**src/sv/hrfc_pkg.sv**
```systemverilog
// Shared types and constants for the Horn-rule forward chainer.
// No dependencies; imported by every module of the block.
package hrfc_pkg;

    localparam int PREM_W        = 26;   // s_premise_mask width
    localparam int LETTER_W      = 5;    // s_letter width
    localparam int FACTS_W       = 26;   // m_facts width
    localparam int STATUS_W      = 2;    // m_status width
    localparam int RULES_HELD_W  = 7;    // m_rules_held width

    localparam int DEF_MAX_RULES = 64;
    localparam int DEF_NUM_PROPS = 26;
    localparam int QUEUE_DEPTH   = 2;

    localparam int CMD_W         = 2;

    typedef enum logic [CMD_W-1:0] {
        CMD_FACT,       // add a fact, letter in range
        CMD_NOP,        // fact letter out of range, nothing to store
        CMD_RULE,       // store a rule (may still hit a full store)
        CMD_BAD_RULE    // conclusion among its own premises
    } cmd_kind_t;

    typedef enum logic [STATUS_W-1:0] {
        STAT_OK,
        STAT_DUP_FACT,
        STAT_SELF_REF,
        STAT_FULL
    } status_t;

    localparam logic FUNC_ADD_RULE = 1'b0;
    localparam logic FUNC_ADD_FACT = 1'b1;

endpackage

```
**src/sv/horn_rule_forward_chainer.sv**
```systemverilog
// Top level of the Horn-rule forward chainer: front end, command queue, engine.
// Depends on hrfc_pkg, hrfc_front, hrfc_queue and hrfc_engine.
//
// Usage:
//   Input channel (s_valid/s_ready): one transaction adds a rule
//   (s_func = 0: s_premise_mask, conclusion s_letter) or a fact (s_func = 1).
//   Result channel (m_valid/m_ready): one transaction per input, carrying the
//   closed fact set, a status code and the number of stored rules.
//   Processing time per item grows with the number of stored rules R and the
//   number of scan passes P (at most NUM_PROPS + 1, since every pass but the
//   last adds a fact). It is set by the single-port rule memory, read one rule
//   per cycle by the scan loop; items are processed one at a time.
//   A two-entry command queue takes new inputs while the engine is busy.
//   If the receiver stalls, the finished result waits in the output register
//   and the engine holds its next result until that register frees.
//   Reset (aresetn low, synchronous) clears the fact set, the rule count, the
//   queue and the output valid; rule memory contents are left as they are
//   and are only read below the rule count.
module horn_rule_forward_chainer #(
    parameter int MAX_RULES = hrfc_pkg::DEF_MAX_RULES,
    parameter int NUM_PROPS = hrfc_pkg::DEF_NUM_PROPS
) (
    input  logic                                aclk,
    input  logic                                aresetn,
    input  logic                                s_valid,
    output logic                                s_ready,
    input  logic                                s_func,
    input  logic [hrfc_pkg::PREM_W-1:0]         s_premise_mask,
    input  logic [hrfc_pkg::LETTER_W-1:0]       s_letter,
    output logic                                m_valid,
    input  logic                                m_ready,
    output logic [hrfc_pkg::FACTS_W-1:0]        m_facts,
    output logic [hrfc_pkg::STATUS_W-1:0]       m_status,
    output logic [hrfc_pkg::RULES_HELD_W-1:0]   m_rules_held
);
    import hrfc_pkg::*;

    localparam int LW     = $clog2(NUM_PROPS);
    localparam int CMD_DW = CMD_W + NUM_PROPS + LW;

    logic              push_valid, push_ready;
    logic [CMD_DW-1:0] push_data;
    logic              pop_valid, pop_ready;
    logic [CMD_DW-1:0] pop_data;

    hrfc_front #(
        .NUM_PROPS (NUM_PROPS),
        .LW        (LW),
        .CMD_DW    (CMD_DW)
    ) u_front (
        .s_valid        (s_valid),
        .s_ready        (s_ready),
        .s_func         (s_func),
        .s_premise_mask (s_premise_mask),
        .s_letter       (s_letter),
        .push_valid     (push_valid),
        .push_ready     (push_ready),
        .push_data      (push_data)
    );

    hrfc_queue #(
        .W     (CMD_DW),
        .DEPTH (QUEUE_DEPTH)
    ) u_queue (
        .aclk       (aclk),
        .aresetn    (aresetn),
        .push_valid (push_valid),
        .push_ready (push_ready),
        .push_data  (push_data),
        .pop_valid  (pop_valid),
        .pop_ready  (pop_ready),
        .pop_data   (pop_data)
    );

    hrfc_engine #(
        .MAX_RULES (MAX_RULES),
        .NUM_PROPS (NUM_PROPS),
        .LW        (LW),
        .CMD_DW    (CMD_DW)
    ) u_engine (
        .aclk         (aclk),
        .aresetn      (aresetn),
        .cmd_valid    (pop_valid),
        .cmd_ready    (pop_ready),
        .cmd_data     (pop_data),
        .m_valid      (m_valid),
        .m_ready      (m_ready),
        .m_facts      (m_facts),
        .m_status     (m_status),
        .m_rules_held (m_rules_held)
    );

    // rule count reported can never pass the store size
    assert property (@(posedge aclk) disable iff (!aresetn)
        m_valid |-> 32'(m_rules_held) <= MAX_RULES)
        else $error("rules_held above store size");

    // a full-store status only when the store really is full
    assert property (@(posedge aclk) disable iff (!aresetn)
        (m_valid && m_status == STAT_FULL) |-> m_rules_held == RULES_HELD_W'(MAX_RULES))
        else $error("store-full status with free rule slots");

    // no result transaction is pending right out of reset
    assert property (@(posedge aclk) disable iff (!aresetn)
        $rose(aresetn) |-> !m_valid)
        else $error("result valid right after reset");

endmodule

```
**src/sv/hrfc_front.sv**
```systemverilog
// Front end: accepts input transactions, classifies them and packs a command.
// Depends on hrfc_pkg.
module hrfc_front #(
    parameter int NUM_PROPS = hrfc_pkg::DEF_NUM_PROPS,
    parameter int LW        = $clog2(NUM_PROPS),
    parameter int CMD_DW    = hrfc_pkg::CMD_W + NUM_PROPS + LW
) (
    input  logic                          s_valid,
    output logic                          s_ready,
    input  logic                          s_func,
    input  logic [hrfc_pkg::PREM_W-1:0]   s_premise_mask,
    input  logic [hrfc_pkg::LETTER_W-1:0] s_letter,
    output logic                          push_valid,
    input  logic                          push_ready,
    output logic [CMD_DW-1:0]             push_data
);
    import hrfc_pkg::*;

    logic [NUM_PROPS+PREM_W-1:0] prem_wide;
    logic [NUM_PROPS-1:0]        prem;
    logic [LW+LETTER_W-1:0]      letter_wide;
    logic [LW-1:0]               concl;
    logic                        letter_ok;
    logic                        self_ref;
    logic [NUM_PROPS-1:0]        prem_shifted;
    cmd_kind_t                   kind;
    logic [NUM_PROPS-1:0]        prem_store;

    // premise bits at or above NUM_PROPS drop out here
    assign prem_wide    = {{NUM_PROPS{1'b0}}, s_premise_mask};
    assign prem         = prem_wide[NUM_PROPS-1:0];
    assign letter_wide  = {{LW{1'b0}}, s_letter};
    assign concl        = letter_wide[LW-1:0];
    assign letter_ok    = 32'(s_letter) < NUM_PROPS;
    assign prem_shifted = prem >> s_letter;
    assign self_ref     = letter_ok && prem_shifted[0];

    always_comb begin
        prem_store = '0;
        if (s_func == FUNC_ADD_FACT) begin
            kind = letter_ok ? CMD_FACT : CMD_NOP;
        end else if (self_ref) begin
            kind = CMD_BAD_RULE;
        end else begin
            kind = CMD_RULE;
            // out-of-range conclusion: store an empty premise so it never fires
            if (letter_ok) begin
                prem_store = prem;
            end
        end
    end

    assign push_valid = s_valid;
    assign s_ready    = push_ready;
    assign push_data  = {kind, prem_store, concl};

endmodule

```
**src/sv/hrfc_queue.sv**
```systemverilog
// Short command queue between the front end and the inference engine.
// Depends on hrfc_pkg for the default depth.
module hrfc_queue #(
    parameter int W     = 8,
    parameter int DEPTH = hrfc_pkg::QUEUE_DEPTH
) (
    input  logic         aclk,
    input  logic         aresetn,
    input  logic         push_valid,
    output logic         push_ready,
    input  logic [W-1:0] push_data,
    output logic         pop_valid,
    input  logic         pop_ready,
    output logic [W-1:0] pop_data
);
    import hrfc_pkg::*;

    localparam int PW = (DEPTH > 1) ? $clog2(DEPTH) : 1;
    localparam int CW = $clog2(DEPTH + 1);

    logic [W-1:0]  entry_reg [DEPTH];
    logic [PW-1:0] wr_ptr_reg, wr_ptr_next;
    logic [PW-1:0] rd_ptr_reg, rd_ptr_next;
    logic [CW-1:0] count_reg, count_next;
    logic          do_push, do_pop;

    assign push_ready = count_reg != CW'(DEPTH);
    assign pop_valid  = count_reg != '0;
    assign pop_data   = entry_reg[rd_ptr_reg];
    assign do_push    = push_valid && push_ready;
    assign do_pop     = pop_valid && pop_ready;

    always_comb begin
        wr_ptr_next = wr_ptr_reg;
        rd_ptr_next = rd_ptr_reg;
        count_next  = count_reg;
        if (do_push) begin
            wr_ptr_next = (32'(wr_ptr_reg) == DEPTH - 1) ? '0 : wr_ptr_reg + 1'b1;
        end
        if (do_pop) begin
            rd_ptr_next = (32'(rd_ptr_reg) == DEPTH - 1) ? '0 : rd_ptr_reg + 1'b1;
        end
        if (do_push && !do_pop) begin
            count_next = count_reg + 1'b1;
        end else if (do_pop && !do_push) begin
            count_next = count_reg - 1'b1;
        end
    end

    always_ff @(posedge aclk) begin
        if (!aresetn) begin
            wr_ptr_reg <= '0;
            rd_ptr_reg <= '0;
            count_reg  <= '0;
        end else begin
            wr_ptr_reg <= wr_ptr_next;
            rd_ptr_reg <= rd_ptr_next;
            count_reg  <= count_next;
        end
    end

    always_ff @(posedge aclk) begin
        if (do_push) begin
            entry_reg[wr_ptr_reg] <= push_data;
        end
    end

endmodule

```
**src/sv/hrfc_engine.sv**
```systemverilog
// Inference engine: applies commands, holds the rule memory and fact set,
// and scans the rules to a fixpoint one rule per cycle. Depends on hrfc_pkg.
module hrfc_engine #(
    parameter int MAX_RULES = hrfc_pkg::DEF_MAX_RULES,
    parameter int NUM_PROPS = hrfc_pkg::DEF_NUM_PROPS,
    parameter int LW        = $clog2(NUM_PROPS),
    parameter int CMD_DW    = hrfc_pkg::CMD_W + NUM_PROPS + LW
) (
    input  logic                                aclk,
    input  logic                                aresetn,
    input  logic                                cmd_valid,
    output logic                                cmd_ready,
    input  logic [CMD_DW-1:0]                   cmd_data,
    output logic                                m_valid,
    input  logic                                m_ready,
    output logic [hrfc_pkg::FACTS_W-1:0]        m_facts,
    output logic [hrfc_pkg::STATUS_W-1:0]       m_status,
    output logic [hrfc_pkg::RULES_HELD_W-1:0]   m_rules_held
);
    import hrfc_pkg::*;

    localparam int AW  = (MAX_RULES > 1) ? $clog2(MAX_RULES) : 1;
    localparam int RCW = $clog2(MAX_RULES + 1);
    localparam int MW  = NUM_PROPS + LW;

    typedef enum logic [1:0] {
        ST_IDLE,
        ST_SCAN,
        ST_FINISH
    } state_t;

    state_t               state_reg;
    status_t              status_reg;
    logic [NUM_PROPS-1:0] fact_set_reg;
    logic [RCW-1:0]       rule_total_reg;
    logic [RCW-1:0]       issue_reg;
    logic                 rd_valid_reg;
    logic                 changed_reg;
    logic [MW-1:0]        rd_data_reg;
    logic                 m_valid_reg;
    logic [FACTS_W-1:0]   m_facts_reg;
    status_t              m_status_reg;
    logic [RULES_HELD_W-1:0] m_rules_held_reg;

    logic [MW-1:0]        rule_mem [MAX_RULES];

    cmd_kind_t            cmd_kind;
    logic [NUM_PROPS-1:0] cmd_prem;
    logic [LW-1:0]        cmd_concl;
    logic                 store_full;
    logic                 do_store;
    logic                 issue_more;
    logic [NUM_PROPS-1:0] rd_prem;
    logic [LW-1:0]        rd_concl;
    logic                 fire;
    logic [NUM_PROPS+FACTS_W-1:0]  facts_wide;
    logic [RCW+RULES_HELD_W-1:0]   total_wide;

    assign cmd_kind   = cmd_kind_t'(cmd_data[CMD_DW-1 -: CMD_W]);
    assign cmd_prem   = cmd_data[MW-1:LW];
    assign cmd_concl  = cmd_data[LW-1:0];
    assign store_full = 32'(rule_total_reg) >= MAX_RULES;
    assign cmd_ready  = state_reg == ST_IDLE;
    assign do_store   = cmd_ready && cmd_valid && cmd_kind == CMD_RULE && !store_full;
    assign issue_more = issue_reg < rule_total_reg;

    assign rd_prem  = rd_data_reg[MW-1:LW];
    assign rd_concl = rd_data_reg[LW-1:0];
    // an empty premise never fires; stored out-of-range conclusions have one
    assign fire = (rd_prem != '0) && !fact_set_reg[rd_concl]
                  && ((rd_prem & fact_set_reg) == rd_prem);

    assign facts_wide = {{FACTS_W{1'b0}}, fact_set_reg};
    assign total_wide = {{RULES_HELD_W{1'b0}}, rule_total_reg};

    always_ff @(posedge aclk) begin
        if (do_store) begin
            rule_mem[rule_total_reg[AW-1:0]] <= {cmd_prem, cmd_concl};
        end
        if (state_reg == ST_SCAN && issue_more) begin
            rd_data_reg <= rule_mem[issue_reg[AW-1:0]];
        end
    end

    always_ff @(posedge aclk) begin
        if (!aresetn) begin
            state_reg        <= ST_IDLE;
            status_reg       <= STAT_OK;
            fact_set_reg     <= '0;
            rule_total_reg   <= '0;
            issue_reg        <= '0;
            rd_valid_reg     <= 1'b0;
            changed_reg      <= 1'b0;
            m_valid_reg      <= 1'b0;
            m_facts_reg      <= '0;
            m_status_reg     <= STAT_OK;
            m_rules_held_reg <= '0;
        end else begin
            // in ST_FINISH the output register is either held or reloaded below
            if (m_ready && state_reg != ST_FINISH) begin
                m_valid_reg <= 1'b0;
            end
            case (state_reg)
                ST_IDLE: begin
                    if (cmd_valid) begin
                        case (cmd_kind)
                            CMD_FACT: begin
                                if (fact_set_reg[cmd_concl]) begin
                                    status_reg <= STAT_DUP_FACT;
                                end else begin
                                    fact_set_reg[cmd_concl] <= 1'b1;
                                    status_reg              <= STAT_OK;
                                end
                            end
                            CMD_RULE: begin
                                if (store_full) begin
                                    status_reg <= STAT_FULL;
                                end else begin
                                    rule_total_reg <= rule_total_reg + 1'b1;
                                    status_reg     <= STAT_OK;
                                end
                            end
                            CMD_BAD_RULE: status_reg <= STAT_SELF_REF;
                            default:      status_reg <= STAT_OK;
                        endcase
                        issue_reg    <= '0;
                        rd_valid_reg <= 1'b0;
                        changed_reg  <= 1'b0;
                        state_reg    <= ST_SCAN;
                    end
                end
                ST_SCAN: begin
                    rd_valid_reg <= issue_more;
                    if (issue_more) begin
                        issue_reg <= issue_reg + 1'b1;
                    end
                    if (rd_valid_reg && fire) begin
                        fact_set_reg[rd_concl] <= 1'b1;
                        changed_reg            <= 1'b1;
                    end
                    // pass complete once every issued read has been evaluated
                    if (!issue_more && !rd_valid_reg) begin
                        if (changed_reg) begin
                            issue_reg   <= '0;
                            changed_reg <= 1'b0;
                        end else begin
                            state_reg <= ST_FINISH;
                        end
                    end
                end
                ST_FINISH: begin
                    if (!m_valid_reg || m_ready) begin
                        m_valid_reg      <= 1'b1;
                        m_facts_reg      <= facts_wide[FACTS_W-1:0];
                        m_status_reg     <= status_reg;
                        m_rules_held_reg <= total_wide[RULES_HELD_W-1:0];
                        state_reg        <= ST_IDLE;
                    end
                end
                default: state_reg <= ST_IDLE;
            endcase
        end
    end

    assign m_valid      = m_valid_reg;
    assign m_facts      = m_facts_reg;
    assign m_status     = m_status_reg;
    assign m_rules_held = m_rules_held_reg;

endmodule

```
**config.mk**
```make
export PLATFORM = sky130hd
export DESIGN_NAME = horn_rule_forward_chainer
export DESIGN_NICKNAME = d
export VERILOG_FILES = /design/src/sv/hrfc_pkg.sv /design/src/sv/horn_rule_forward_chainer.sv /design/src/sv/hrfc_front.sv /design/src/sv/hrfc_queue.sv /design/src/sv/hrfc_engine.sv
export SDC_FILE = /design/constraint.sdc
export NUM_CORES = 2
export LEC_CHECK = 0
export BUFFER_PORTS_ARGS = -buffer_cell sky130_fd_sc_hd__buf_2
export CELL_PAD_IN_SITES_DETAIL_PLACEMENT = 0
export CELL_PAD_IN_SITES_GLOBAL_PLACEMENT = 1
export CORE_MARGIN = 3
export CORE_UTILIZATION = 55
export CTS_CLUSTER_SIZE = 20
export DETAILED_ROUTE_END_ITERATION = 10
export PLACE_DENSITY = 0.74
export SLEW_MARGIN = 15
export SYNTH_ARGS = -nofsm -noshare
export SYNTH_HDL_FRONTEND = slang
export SYNTH_SLANG_ARGS = --single-unit
export TNS_END_PERCENT = 5
```
**constraint.sdc**
```tcl
create_clock -name aclk -period 5.2 [get_ports aclk]
set_input_delay 0.52 -clock aclk [delete_from_list [all_inputs] [get_ports aclk]]
set_output_delay 0.52 -clock aclk [all_outputs]
set_load 0.005 [all_outputs]
```
==> results.yml <==
synth:
  avgSynthCellArea_um2: 23.0
  synth_top_family_by_area: "multiplexers"
  synth_area_leaders: "edfxtp_1 75%, mux4_2 18%, dfxtp_1 2.1%"
  yosysTopAreaCellShare: 0.748
  yosysWarnings: 0
  syn_inst: 3638
  synth_fa_ha_area_frac: 0.00150
  synth_edf_count: 2081
  synth_mux_area_frac: 0.185
  ys_seq_area_frac: 0.769
  ys_seq_elements: 2168
  synth_area_leader_cell: "edfxtp_1"
  syn_nets: 3684
  async_flop_share: 0
  synth-xor-area-share: 0.000944
  synth_simple_gate_area_share: 0.0196
  synthFlopType: "edfxtp_1"
  synth_compound_area_frac: 0.0123
  synth_area_um2: 83500
  ys_types: 63
detailed_routing:
  drtIter0Drc: 5284
  totalWireLength_mm: 210
  drc: 0
  routedWlPerCell_um: 34.5
  dr_total_vias: 39900
  ant_nets: 0
  vias_per_cell: 6.54
  drt-pass1-iter-count: 6
power_and_ir_drop:
  p_leak_nw: 28.4
  p_switching_mw: 9.35
  power_frac_clock: 0.369
  power.ir.vdd_worst_uv: 381
  seqPwrFrac: 0.534
  intPower_mw: 30.0
  swShare: 0.237
  power_density_nw_per_um2: 418
  combPwrFrac: 0.097
clock_tree:
  path_clk_slew_ns: 0.06
  cts_tree: "done"
  post-cts-setup-buffers: 0
  clock_sink_count: 2168
  h-tree-depth: 4
  cts_buffer_depth: 3
  cts_resized: 0
  cts_buffers: 208
  clockRootBuffer: "clkbuf_16"
  clock_latency_ns: 0.82
  hold_buffers: 8
cells_and_area:
  largest_reg_flops: 1984
  area_growth_pct: 12.9
  regArea_um2: 64300
  final_cell_area_um2: 94200
  drive_above_1_share: 0.316
  final_nets: 3945
  multiInputGateArea_um2: 18900
  n_fill_cell: 10100
setup_path:
  worstSetupEndpointType: "register"
  cp_max_fo: 46
  crit_arrival_ns: 4.30
  path_buf_inv: 4
  critPathSlowestCell: "nor2_4"
  cp_cell_sequence: "buf_4 > mux2i_1 > buf_4 > nor4_1 > buf_4 > nand2_1 > nor2_4 > buf_12"
  worstSetupStartpointType: "register"
  max_stage_delay_ns: 0.76
  crit_family: "simple AND/OR/NAND/NOR gates"
  worst_path_most_repeated_cell: "buf_4"
  crit_type: "reg2reg"
  cp_data_required_time_ns: 5.70
place:
  hpwlAfterDp_mm: 120
  port_buffers: 72
  gp_congestion: 0.870
  place_area_um2: 87600
timing:
  relSlewSlack: 0.157
  slew_violations: 0
  final_hold_viol_count: 0
  min_period_ns: 3.80
  rsz0062_at_grt: "false"
  finalSetupTns_ns: 0
  worstMarginPinSlew_ns: 1.26
  setup_viol: 0
  fmax_mhz: 263
  post-route-period-util: 0.730
  clock_skew_ns: 0.0294
grt:
  grt_pass1_wl_mm: 301
  antenna_found_initial: 12
  gr-total-overflow: 0
  grt_pass1_vias: 40000
  gr-usage-all-layers: 0.274
  grt_max_degree: 76
floorplanning:
  fp-row-count: 142
  dieWidth_um: 396
  ioPinCount: 73
  fp.coreArea_um2: 150000
  initial_core_util: 0.556
  die_area_um2: 157000
  die_y_um: 396
outcome:
  outcome: "complete, no violations"
flow_run:
  cap_viol_max_count: 0
hold_path:
  min_path_type: "in2reg"
-- cell type report --
cell class                      count  area share
Inverter                           37     0.00147
Clock buffer                      274      0.0590
Multi-Input combinational cell   1245       0.200
Antenna cell                        3   0.0000797
Timing Repair Buffer              239      0.0205
Sequential cell                  2168       0.682
Clock inverter                    109      0.0102
Tap cell                         2016      0.0268
-- cells in the mapped netlist, types with 10 or more instances --
master	number
o21ai_1	20
o22ai_1	13
nor4_1	13
dfxtp_1	87
nand2_1	130
mux4_2	661
nor3_1	12
clkbuf_1	106
nand2b_1	13
a21oi_1	48
inv_1	34
buf_2	43
mux2i_1	18
and2_1	28
buf_1	32
nor2_1	92
o21ai_0	19
a22oi_1	31
nand3_1	16
ha_1	10
edfxtp_1	2081
mux2_2	32
-- kinds of logic after synthesis --
| kind of cell | count (synthesis) |
|---|---|
| flops | 2168 |
| mux | 713 |
| simple gates | 348 |
| buf+inv | 225 |
| compound gates | 165 |
| fa+ha+maj | 10 |
| xor+xnor | 9 |
-- layout by cell type, fill, tap and decap left out, types with 10 or more instances in the layout --
| cell | instances |
|---|---|
| edfxtp_1 | 2081 |
| nor3_1 | 12 |
| a21oi_1 | 48 |
| o21ai_0 | 18 |
| nand3_1 | 16 |
| nor4_1 | 13 |
| a22oi_1 | 31 |
| inv_1 | 33 |
| ha_1 | 10 |
| mux2i_1 | 18 |
| nand2_1 | 128 |
| o22ai_1 | 13 |
| buf_2 | 72 |
| nor2_1 | 27 |
| clkinv_1 | 56 |
| dfxtp_1 | 80 |
| clkinv_2 | 23 |
| o21ai_1 | 20 |
| buf_12 | 24 |
| bufinv_16 | 15 |
| clkbuf_16 | 213 |
| mux4_2 | 661 |
| nand2b_1 | 13 |
| and2_1 | 27 |
| mux2_2 | 30 |
| clkbuf_1 | 57 |
| nor2_4 | 64 |
| buf_4 | 135 |
-- worst paths after layout --
kind,start,endpoint,slack [ns],cells past startpoint
worst max-delay path,register,u_engine.rule_mem[16][26]$_DFFE_PP_,1.40,8
worst min-delay path,s_premise_mask[12],u_queue.entry_reg[0][17]$_DFFE_PP_,0.06,2
worst max register to register,register,u_engine.rule_mem[16][26]$_DFFE_PP_,1.40,8
worst min register to register,u_engine.m_facts[19]$_SDFFE_PN0P_,u_engine.m_facts[19]$_SDFFE_PN0P_,0.45,2
-- routing by layer --
metal  global-route usage  part of all wire  vias to the layer above
li1                     -                 -                    16000
met1                0.392              0.39                    21400
met2                0.431              0.48                     2071
met3               0.0594             0.097                      321
met4               0.0853             0.032                        8
met5                    0           0.00024                        -
-- power groups by stage --
stage | Combinational (mW) | Sequential, mW | Clock [mW]
floorplan | 2.01 | 21.3 | 0
global placement | 3.69 | 21.4 | 0
detailed placement | 3.81 | 21.4 | 0
CTS | 3.81 | 21.0 | 14.8
global route | 4.04 | 21.0 | 15.5
finish | 3.81 | 21.0 | 14.5
-- worst register-to-register path, stage by stage (launching register included) --
cell	delay (ns)
dfxtp_2	0.34
buf_4	0.50
mux2i_1	0.27
buf_4	0.22
nor4_1	0.49
buf_4	0.23
nand2_1	0.41
nor2_4	0.76
buf_12	0.28
-- stage by stage --
| step | util | hold WS [ns] | power, mW | std cells | setup slack (ns) |
|---|---|---|---|---|---|
| 6_report | 0.627 | 0.0570 | 39.4 | 6091 | 1.40 |
| 5_1_grt | 0.627 | 0.0308 | 40.5 | 6089 | 1.23 |
| 4_1_cts | 0.627 | 0.000562 | 39.6 | 6088 | 1.14 |
| 3_5_place_dp | 0.583 | 0.446 | 25.2 | 5697 | 1.15 |
| 3_3_place_gp | 0.583 | 0.441 | 25.1 | 5697 | 1.19 |
| 2_1_floorplan | - | 0.432 | 23.3 | 3638 | 0.563 |
(Power assumes the default switching activity.)
